<file path="config.mk">
export PLATFORM = sky130hd
export DESIGN_NAME = saturating_integer_power_unit
export DESIGN_NICKNAME = d
export VERILOG_FILES = /design/src/rtl/core/sipu_pkg.sv /design/src/rtl/core/saturating_integer_power_unit.sv
export VERILOG_INCLUDE_DIRS = /design/src /design/src/rtl/core
export SDC_FILE = /design/constraint.sdc
export NUM_CORES = 2
export LEC_CHECK = 0
export BUFFER_PORTS_ARGS = -buffer_cell sky130_fd_sc_hd__buf_2
export CORE_MARGIN = 1
export CORE_UTILIZATION = 60
export DETAILED_ROUTE_END_ITERATION = 7
export PLACE_DENSITY = 0.74
export SLEW_MARGIN = 0
export SYNTH_ARGS = -nofsm -noshare
export SYNTH_HDL_FRONTEND = slang
export SYNTH_SLANG_ARGS = --single-unit
</file>
<file path="constraint.sdc">
create_clock -name clk -period 30.7 [get_ports clk]
set_input_delay 3.07 -clock clk [delete_from_list [all_inputs] [get_ports clk]]
set_output_delay 3.07 -clock clk [all_outputs]
set_load 0.1 [all_outputs]
</file>
<file path="src/rtl/core/saturating_integer_power_unit_defines.svh">
// assertion macros for the saturating integer power unit
// expects clk and rst_n in the scope where a macro is used
`ifndef SATURATING_INTEGER_POWER_UNIT_DEFINES_SVH
`define SATURATING_INTEGER_POWER_UNIT_DEFINES_SVH

// same-cycle implication, off during reset
`define SIPU_ASSERT_NOW(label, ante, cons, msg) \
  label: assert property (@(posedge clk) disable iff (!rst_n) (ante) |-> (cons)) \
    else $error(msg);

// next-cycle implication, off during reset
`define SIPU_ASSERT_NEXT(label, ante, cons, msg) \
  label: assert property (@(posedge clk) disable iff (!rst_n) (ante) |=> (cons)) \
    else $error(msg);

`endif

</file>
<file path="src/rtl/core/sipu_pkg.sv">
// shared types and constants for the saturating integer power unit
// no dependencies
package sipu_pkg;

  localparam int DATA_WIDTH = 64;
  localparam int WORD_W     = 64;
  localparam int LIMB_W     = 32;
  localparam int PROD_W     = 2 * WORD_W;
  localparam int EXP_W      = 31;
  localparam int IN_DATA_W  = 96;

  localparam logic [WORD_W-1:0] DW_MASK   =
    WORD_W'((65'd1 << DATA_WIDTH) - 65'd1);
  localparam logic [WORD_W-1:0] MAX_VALUE =
    WORD_W'((65'd1 << (DATA_WIDTH - 1)) - 65'd1);

  localparam logic [2:0] MUL_LAST_STEP = 3'd4;

  typedef enum logic [2:0] {
    ST_IDLE,
    ST_BIT,
    ST_SHIFT,
    ST_MUL,
    ST_EVAL,
    ST_DONE
  } state_t;

  typedef enum logic {
    MK_ACC,
    MK_SQR
  } mul_kind_t;

endpackage

</file>
<file path="src/rtl/core/saturating_integer_power_unit.sv">
// saturating integer power unit: base to the exponent by square-and-multiply
// depends on sipu_pkg and saturating_integer_power_unit_defines.svh

// One request at a time. The exponent is scanned from its lowest bit up, and
// every multiply (accumulator times base, or base squared) runs on a single
// shared 32x32 multiplier as four partial products summed into a 128-bit
// register. A request stops early when a product overflows. A new request is
// taken only while the unit is idle; a finished result may wait in the output
// register while the next request runs. On overflow the result is the largest
// signed value and out_tuser is set.
`include "saturating_integer_power_unit_defines.svh"

module saturating_integer_power_unit
  import sipu_pkg::*;
(
  input  logic                 clk,
  input  logic                 rst_n,
  input  logic                 in_tvalid,
  output logic                 in_tready,
  input  logic [IN_DATA_W-1:0] in_tdata,   // base_value [63:0], exponent [94:64], zero
  output logic                 out_tvalid,
  input  logic                 out_tready,
  output logic [WORD_W-1:0]    out_tdata,  // power_result [63:0]
  output logic                 out_tuser   // overflowed [0]
);

  state_t                state_r, state_nxt;
  mul_kind_t             kind_r, kind_nxt;
  logic [WORD_W-1:0]     acc_r, acc_nxt;
  logic [WORD_W-1:0]     mag_r, mag_nxt;
  logic [EXP_W-1:0]      exp_r, exp_nxt;
  logic                  neg_r, neg_nxt;
  logic                  ovf_r, ovf_nxt;
  logic [2:0]            step_r, step_nxt;
  logic [2*LIMB_W-1:0]   pp_r, pp_nxt;
  logic [1:0]            off_r, off_nxt;
  logic [PROD_W-1:0]     prod_r, prod_nxt;
  logic                  out_tvalid_r, out_tvalid_nxt;
  logic [WORD_W-1:0]     out_data_r, out_data_nxt;
  logic                  out_ovf_r, out_ovf_nxt;

  logic                  in_acc;
  logic                  out_free;
  logic                  prod_ovf;
  logic [WORD_W-1:0]     base_raw;
  logic                  base_neg;
  logic [WORD_W-1:0]     base_mag;
  logic [WORD_W-1:0]     op_a;
  logic [LIMB_W-1:0]     limb_a;
  logic [LIMB_W-1:0]     limb_b;
  logic [PROD_W-1:0]     pp_shifted;

  assign in_tready  = (state_r == ST_IDLE);
  assign in_acc     = in_tvalid && in_tready;
  assign out_free   = !out_tvalid_r || out_tready;
  assign out_tvalid = out_tvalid_r;
  assign out_tdata  = out_data_r;
  assign out_tuser  = out_ovf_r;

  // base magnitude over the working width
  assign base_raw = in_tdata[WORD_W-1:0] & DW_MASK;
  assign base_neg = in_tdata[DATA_WIDTH-1];
  assign base_mag = base_neg ? ((~base_raw + WORD_W'(1)) & DW_MASK) : base_raw;

  // shared multiplier operands
  assign op_a   = (kind_r == MK_ACC) ? acc_r : mag_r;
  assign limb_a = step_r[1] ? op_a[WORD_W-1:LIMB_W] : op_a[LIMB_W-1:0];
  assign limb_b = step_r[0] ? mag_r[WORD_W-1:LIMB_W] : mag_r[LIMB_W-1:0];

  assign prod_ovf = |prod_r[PROD_W-1:DATA_WIDTH-1];

  always_comb begin
    case (off_r)
      2'd0:    pp_shifted = {{(PROD_W-2*LIMB_W){1'b0}}, pp_r};
      2'd1:    pp_shifted = {{(PROD_W-3*LIMB_W){1'b0}}, pp_r, {LIMB_W{1'b0}}};
      2'd2:    pp_shifted = {pp_r, {(PROD_W-2*LIMB_W){1'b0}}};
      default: pp_shifted = '0;
    endcase
  end

  // next state
  always_comb begin
    state_nxt = state_r;
    case (state_r)
      ST_IDLE: begin
        if (in_acc) state_nxt = ST_BIT;
      end
      ST_BIT: begin
        state_nxt = exp_r[0] ? ST_MUL : ST_SHIFT;
      end
      ST_SHIFT: begin
        state_nxt = (exp_r[EXP_W-1:1] == '0) ? ST_DONE : ST_MUL;
      end
      ST_MUL: begin
        if (step_r == MUL_LAST_STEP) state_nxt = ST_EVAL;
      end
      ST_EVAL: begin
        if (prod_ovf) begin
          state_nxt = ST_DONE;
        end else if (kind_r == MK_ACC) begin
          state_nxt = ST_SHIFT;
        end else begin
          state_nxt = ST_BIT;
        end
      end
      ST_DONE: begin
        if (out_free) state_nxt = ST_IDLE;
      end
      default: state_nxt = ST_IDLE;
    endcase
  end

  // datapath and output register
  always_comb begin
    kind_nxt       = kind_r;
    acc_nxt        = acc_r;
    mag_nxt        = mag_r;
    exp_nxt        = exp_r;
    neg_nxt        = neg_r;
    ovf_nxt        = ovf_r;
    step_nxt       = step_r;
    pp_nxt         = pp_r;
    off_nxt        = off_r;
    prod_nxt       = prod_r;
    out_tvalid_nxt = out_tvalid_r && !out_tready;
    out_data_nxt   = out_data_r;
    out_ovf_nxt    = out_ovf_r;
    case (state_r)
      ST_IDLE: begin
        if (in_acc) begin
          acc_nxt = WORD_W'(1);
          mag_nxt = base_mag;
          exp_nxt = in_tdata[WORD_W+EXP_W-1:WORD_W];
          neg_nxt = base_neg && in_tdata[WORD_W];
          ovf_nxt = 1'b0;
        end
      end
      ST_BIT: begin
        kind_nxt = MK_ACC;
        step_nxt = '0;
        prod_nxt = '0;
      end
      ST_SHIFT: begin
        exp_nxt  = exp_r >> 1;
        kind_nxt = MK_SQR;
        step_nxt = '0;
        prod_nxt = '0;
      end
      ST_MUL: begin
        step_nxt = step_r + 3'd1;
        if (step_r != MUL_LAST_STEP) begin
          pp_nxt  = (2*LIMB_W)'(limb_a) * (2*LIMB_W)'(limb_b);
          off_nxt = 2'(step_r[1]) + 2'(step_r[0]);
        end
        if (step_r != 3'd0) prod_nxt = prod_r + pp_shifted;
      end
      ST_EVAL: begin
        if (prod_ovf) begin
          ovf_nxt = 1'b1;
        end else if (kind_r == MK_ACC) begin
          acc_nxt = prod_r[WORD_W-1:0];
        end else begin
          mag_nxt = prod_r[WORD_W-1:0];
        end
      end
      ST_DONE: begin
        if (out_free) begin
          out_tvalid_nxt = 1'b1;
          out_ovf_nxt    = ovf_r;
          if (ovf_r) begin
            out_data_nxt = MAX_VALUE;
          end else if (neg_r) begin
            out_data_nxt = WORD_W'(0) - acc_r;
          end else begin
            out_data_nxt = acc_r;
          end
        end
      end
      default: begin
        step_nxt = '0;
      end
    endcase
  end

  always_ff @(posedge clk) begin
    if (!rst_n) begin
      state_r      <= ST_IDLE;
      out_tvalid_r <= 1'b0;
    end else begin
      state_r      <= state_nxt;
      out_tvalid_r <= out_tvalid_nxt;
    end
  end

  always_ff @(posedge clk) begin
    kind_r     <= kind_nxt;
    acc_r      <= acc_nxt;
    mag_r      <= mag_nxt;
    exp_r      <= exp_nxt;
    neg_r      <= neg_nxt;
    ovf_r      <= ovf_nxt;
    step_r     <= step_nxt;
    pp_r       <= pp_nxt;
    off_r      <= off_nxt;
    prod_r     <= prod_nxt;
    out_data_r <= out_data_nxt;
    out_ovf_r  <= out_ovf_nxt;
  end

  `SIPU_ASSERT_NEXT(a_accept_starts, in_acc, state_r == ST_BIT, "request did not start scan")
  `SIPU_ASSERT_NEXT(a_operands_hold, state_r == ST_MUL && step_r != MUL_LAST_STEP,
                    $stable(acc_r) && $stable(mag_r) && $stable(kind_r),
                    "multiplier operands changed mid multiply")
  `SIPU_ASSERT_NOW(a_acc_in_range, state_r == ST_BIT || state_r == ST_SHIFT,
                   acc_r <= MAX_VALUE, "accumulator above largest value")
  `SIPU_ASSERT_NOW(a_sat_value, out_tvalid_r && out_ovf_r, out_data_r == MAX_VALUE,
                   "overflow result not saturated")

endmodule
</file>
Yosys cells after proc, flatten, opt, wreduce, memory -nomap -nowiden
Index checks and enable logic that the tools add are counted.

word-level totals
  register bits after elaboration = 428
  input port bits = 100
  logic and storage cells = 97

cells by class
  $add $sub $neg = 5
  multipliers = 1
  eq/ne operators = 17
  mux-type cells = 33
  bitwise operators = 1
  reduce and logical (&&, ||, !) cells = 26

operator list
  operator                                                                number
  64-bit two-way mux                                                      9
  128-bit one-hot mux with 3 select lines                                 1
  128-bit one-hot mux with 2 select lines                                 1
  64-bit one-hot mux with 2 select lines                                  2
  128-bit adder                                                           1
  128-bit two-way mux                                                     1
  65-bit OR reduction                                                     1
  64-bit by 1-bit adder with 64-bit output (second input constant)        1
  32-bit by 32-bit multiplier with 64-bit output                          1
  32-bit two-way mux                                                      2
  64-bit inverter                                                         1
  1-bit by 64-bit subtractor with 64-bit output (first input constant)    1
  31-bit one-hot mux with 2 select lines                                  1
  31-bit two-way mux                                                      1
  30-bit zero test                                                        1
  3-bit one-hot mux with 6 select lines                                   1
  3-bit two-way mux                                                       5
  2-bit != test (second input constant)                                   7
  2-bit AND reduction                                                     5
  3-bit equality test (second input constant)                             3
  4-bit AND reduction                                                     2
  2-bit nonzero test                                                      4
  3-bit by 2-bit equality test with 1-bit output (second input constant)  2
  3-bit one-hot mux with 2 select lines                                   1
  19 further kinds                                                        28

Longest topological paths before layout
  word-level depth = 5
  depth in mapped cells = 37

Worst setup path before layout
Ideal clock, no wire load.

  path type = reg-to-reg
  start point = register step_r[0]
  end point = register prod_r[0], enable pin
  setup time = 771 ps
  data arrival time = 10546 ps
  setup slack = 19383 ps
  cell stages (with the launch flop) = 8
  path buffers = 3
  clock period less this slack = 11317 ps
  cell sequence = edfxtp_1 clkbuf_1 buf_1 clkbuf_1 inv_1 ha_1 and4b_1 nor3_1

between the ends
  longest elaborated chain between the ends = 3

RTL lines
  element                               line                                  text
  start: declaration                    saturating_integer_power_unit.sv:34   logic [2:0] step_r, step_nxt;
  start signal: assignment              saturating_integer_power_unit.sv:202  step_r <= step_nxt;
  3-bit nonzero test                    saturating_integer_power_unit.sv:155  if (step_r != 3'd0) prod_nxt = prod_r + pp_shifted;
  2-bit != test (no source line)        -
  2-bit AND reduction (no source line)  -
  end signal: assignment                saturating_integer_power_unit.sv:205  prod_r <= prod_nxt;
  end: declaration                      saturating_integer_power_unit.sv:37   logic [PROD_W-1:0] prod_r, prod_nxt;

No other way between the ends.
A chain may end at the register's enable or synchronous reset.

Final worst setup path
  start point = register kind_r
  end point = register pp_r[60], data pin

between the ends
  longest elaborated chain between the ends = 3

RTL lines
  element                                         line                                  text
  start: declaration                              saturating_integer_power_unit.sv:28   mul_kind_t kind_r, kind_nxt;
  start signal: assignment                        saturating_integer_power_unit.sv:196  kind_r <= kind_nxt;
  64-bit two-way mux                              saturating_integer_power_unit.sv:66   assign op_a = (kind_r == MK_ACC) ? acc_r : mag_r;
  32-bit two-way mux                              saturating_integer_power_unit.sv:67   assign limb_a = step_r[1] ? op_a[WORD_W-1:LIMB_W] : op_a[LIMB_W-1:0];
  32-bit by 32-bit multiplier with 64-bit output  saturating_integer_power_unit.sv:152  pp_nxt = (2*LIMB_W)'(limb_a) * (2*LIMB_W)'(limb_b);
  end signal: assignment                          saturating_integer_power_unit.sv:203  pp_r <= pp_nxt;
  end: declaration                                saturating_integer_power_unit.sv:35   logic [2*LIMB_W-1:0] pp_r, pp_nxt;

No other way between the ends.

==> results.ini <==
[yosys]
ys_warn_count = 0
async_reset_ff_share_pct = 0
ys.flop_type = edfxtp_1
synth-edff-count = 424
synth-seq-cells = 428
synth_nets = 8045
synth-seq-area-share_pct = 21.0
avgSynthCellArea_um2 = 9.17
synth_cell_types = 81
synth_cells = 6654
netlist_area_um2 = 61000

[drt]
wl_met1_mm = 77.1
drt_iter0_drc = 5782
drcViolationCount = 5
wl_met3_mm = 25.4
route.met2.wl_mm = 88.7
first_pass_iters = 8
via_per_inst = 6.26
ant_nets = 0
vias = 50300
wl_per_cell_um = 25.6
top_layer = met5
routed_wirelength_mm = 206

[place]
hpwl_mm = 163
port_buffers = 165
gp_congestion = 1.04

[clock_tree]
cts_tree = done
clockBufferDepth = 3
numCtsBuffers = 52
ctsHoldBuffers = 0
clock_latency_ps = 650
postCtsSetupBuffers = 0
cts-resized-gates = 0
cts_sinks = 428
htree_levels = 2
clkTransAtPathRegs_ps = 60
cts-root-buf = clkbuf_16

[finish]
area_growth_pct = 6.77
drive_gt1_share_pct = 8.01
nNetsFinal = 8025

[floorplanning]
rows = 116
dieWidth_um = 321
initial_utilization_pct = 60.8
core_region_area_um2 = 100000
ioPinCount = 167
dieArea_um2 = 103000
fp.dieH_um = 321

[sta]
maxSlewViolCount = 0
setup_tns_ps = 0
fmax_ghz = 0.0879
tightest_slew_ps = 1170
rsz0062_at_grt = no
min_period_ps = 11380
slew_headroom_pct = 21.7
clock_skew_ps = 38.5
final-setup-viol-count = 0
period_share_pct = 37.1
hold_viol = 0

[job]
drv_cap = 0

[grt]
first_global_vias = 50600
grt_max_degree = 75
grt_pass1_wl_mm = 310
antenna_found_initial = 14
track_usage_pct = 40.7
grt_overflow = 0

[worst_setup_path]
crit_path_max_incr_delay_ps = 820
cp_max_fo = 56
critPathBufInv = 3
critPathRequiredTime_ps = 31050
cp_common_cell = fa_1
start_kind = flip-flop
slowest_stage = o21ai_2
cp_top_family = adder cells
cp-end-kind = flip-flop
worstSetupPathType = flip-flop to flip-flop
worstPathArrival_ps = 11740

[worst_hold_path]
min_path_type = flip-flop to flip-flop

[run_status]
failed_checks = DRC
outcome = finished, violations left

per-stage QoR:
step                utilization [%]  instances  area (um2)  hold WS, ps  setup slack [ps]
floorplan                         -       6654       61000          473             19380
global placement               63.0       7937       63300          531             19640
detailed placement             63.0       7937       63300          543             19630
CTS                            64.9       8034       65100          554             19520
global route                   64.9       8035       65100          568             19070
finish                         64.9       8036       65100          554             19320
cell usage in the layout, fill, tap and decap left out, drive strengths merged, types with 92 or more instances in the layout:
cell    instances
buf           275
a21oi         291
a21o          116
xnor2         151
edfxtp        424
o21ai         222
inv           942
mux2i          99
xor2          147
nor2          878
fa            897
mux2           92
ha            394
nand2         767
nand4          93
sequential cells by signal (all words and copies together), names as in the netlist, 2 cells and up:
signal and cells:
prod_r 128, acc_r 64, mag_r 64, off_r 2, pp_r 64, exp_r 31, step_r 3, out_tdata 64
state_r 3
worst register-to-register path, cell delays in order (launching register included):
cell	delay, ps
edfxtp_1	800
buf_4	790
mux2_2	520
o21ai_2	820
nor2_1	190
fa_1	590
fa_1	460
fa_1	520
inv_1	50
fa_1	480
inv_1	60
fa_1	480
fa_1	510
fa_1	620
fa_1	490
ha_1	420
a21oi_1	410
o21ai_0	210
a221oi_1	550
a21oi_1	170
o2111ai_1	200
o21ai_0	240
or2_2	410
o31ai_1	510
o21a_1	260
o21a_1	170
o311ai_0	160
cells by family (layout without fill, tap and decap cells):
logic type      count (synthesis)  count (layout)  synth area share, %
other cells                     0               2                    0
compound gates                987             987                 10.3
flops                         428             428                 21.0
mux                           191             191                 3.32
fa+ha+maj                    1291            1291                 37.5
buf+inv                      1288            1311                 7.93
simple gates                 2171            2171                 15.6
xor+xnor                      298             298                 4.28
layer usage:
metal / track usage (%) / vias up
li1: - / 21700
met1: 53.7 / 25000
met2: 61.0 / 3014
met3: 10.6 / 662
met4: 23.1 / 2
met5: 0.142 / -
final timing paths:
kind	start	endpoint	slack, ps	cells past startpoint
worst max register to register	kind_r	pp_r[60]	19320	26
worst min-delay path	out_tvalid	out_tvalid	550	2
worst min register to register	out_tvalid	out_tvalid	550	2
worst max-delay path	kind_r	pp_r[60]	19320	26
cells in the mapped netlist, types with 59 or more instances:
library cell / instances / area, um2
a21oi_1: 291 / 1460
fa_1: 897 / 18000
clkbuf_1: 331 / 1240
xnor2_1: 151 / 1320
mux2_2: 91 / 1020
and3_1: 86 / 538
a21o_1: 116 / 871
ha_1: 394 / 4930
o21bai_1: 65 / 488
nor3_1: 59 / 295
edfxtp_1: 424 / 12700
nand2_1: 767 / 2880
inv_1: 938 / 3520
mux2i_1: 99 / 991
o21ai_0: 197 / 986
and2_1: 85 / 532
nor2_1: 878 / 3300
nand4_1: 93 / 582
xor2_1: 147 / 1290
layout make-up:
| type | instances | area (um2) |
|---|---|---|
| fillers | 8378 | 35300 |
| flip-flops and latches | 428 | 12800 |
| inverters | 939 | 3520 |
| clock inverters | 33 | 460 |
| multi-input cells | 4938 | 43600 |
| well taps | 1357 | 1700 |
| clock buffers | 64 | 1380 |
| repair buffers | 275 | 1650 |
| diodes | 2 | 5.00 |
Power is left out: the tool's default activity adds up to more than one toggle a clock period on the data nets, which glitch-free logic cannot reach.
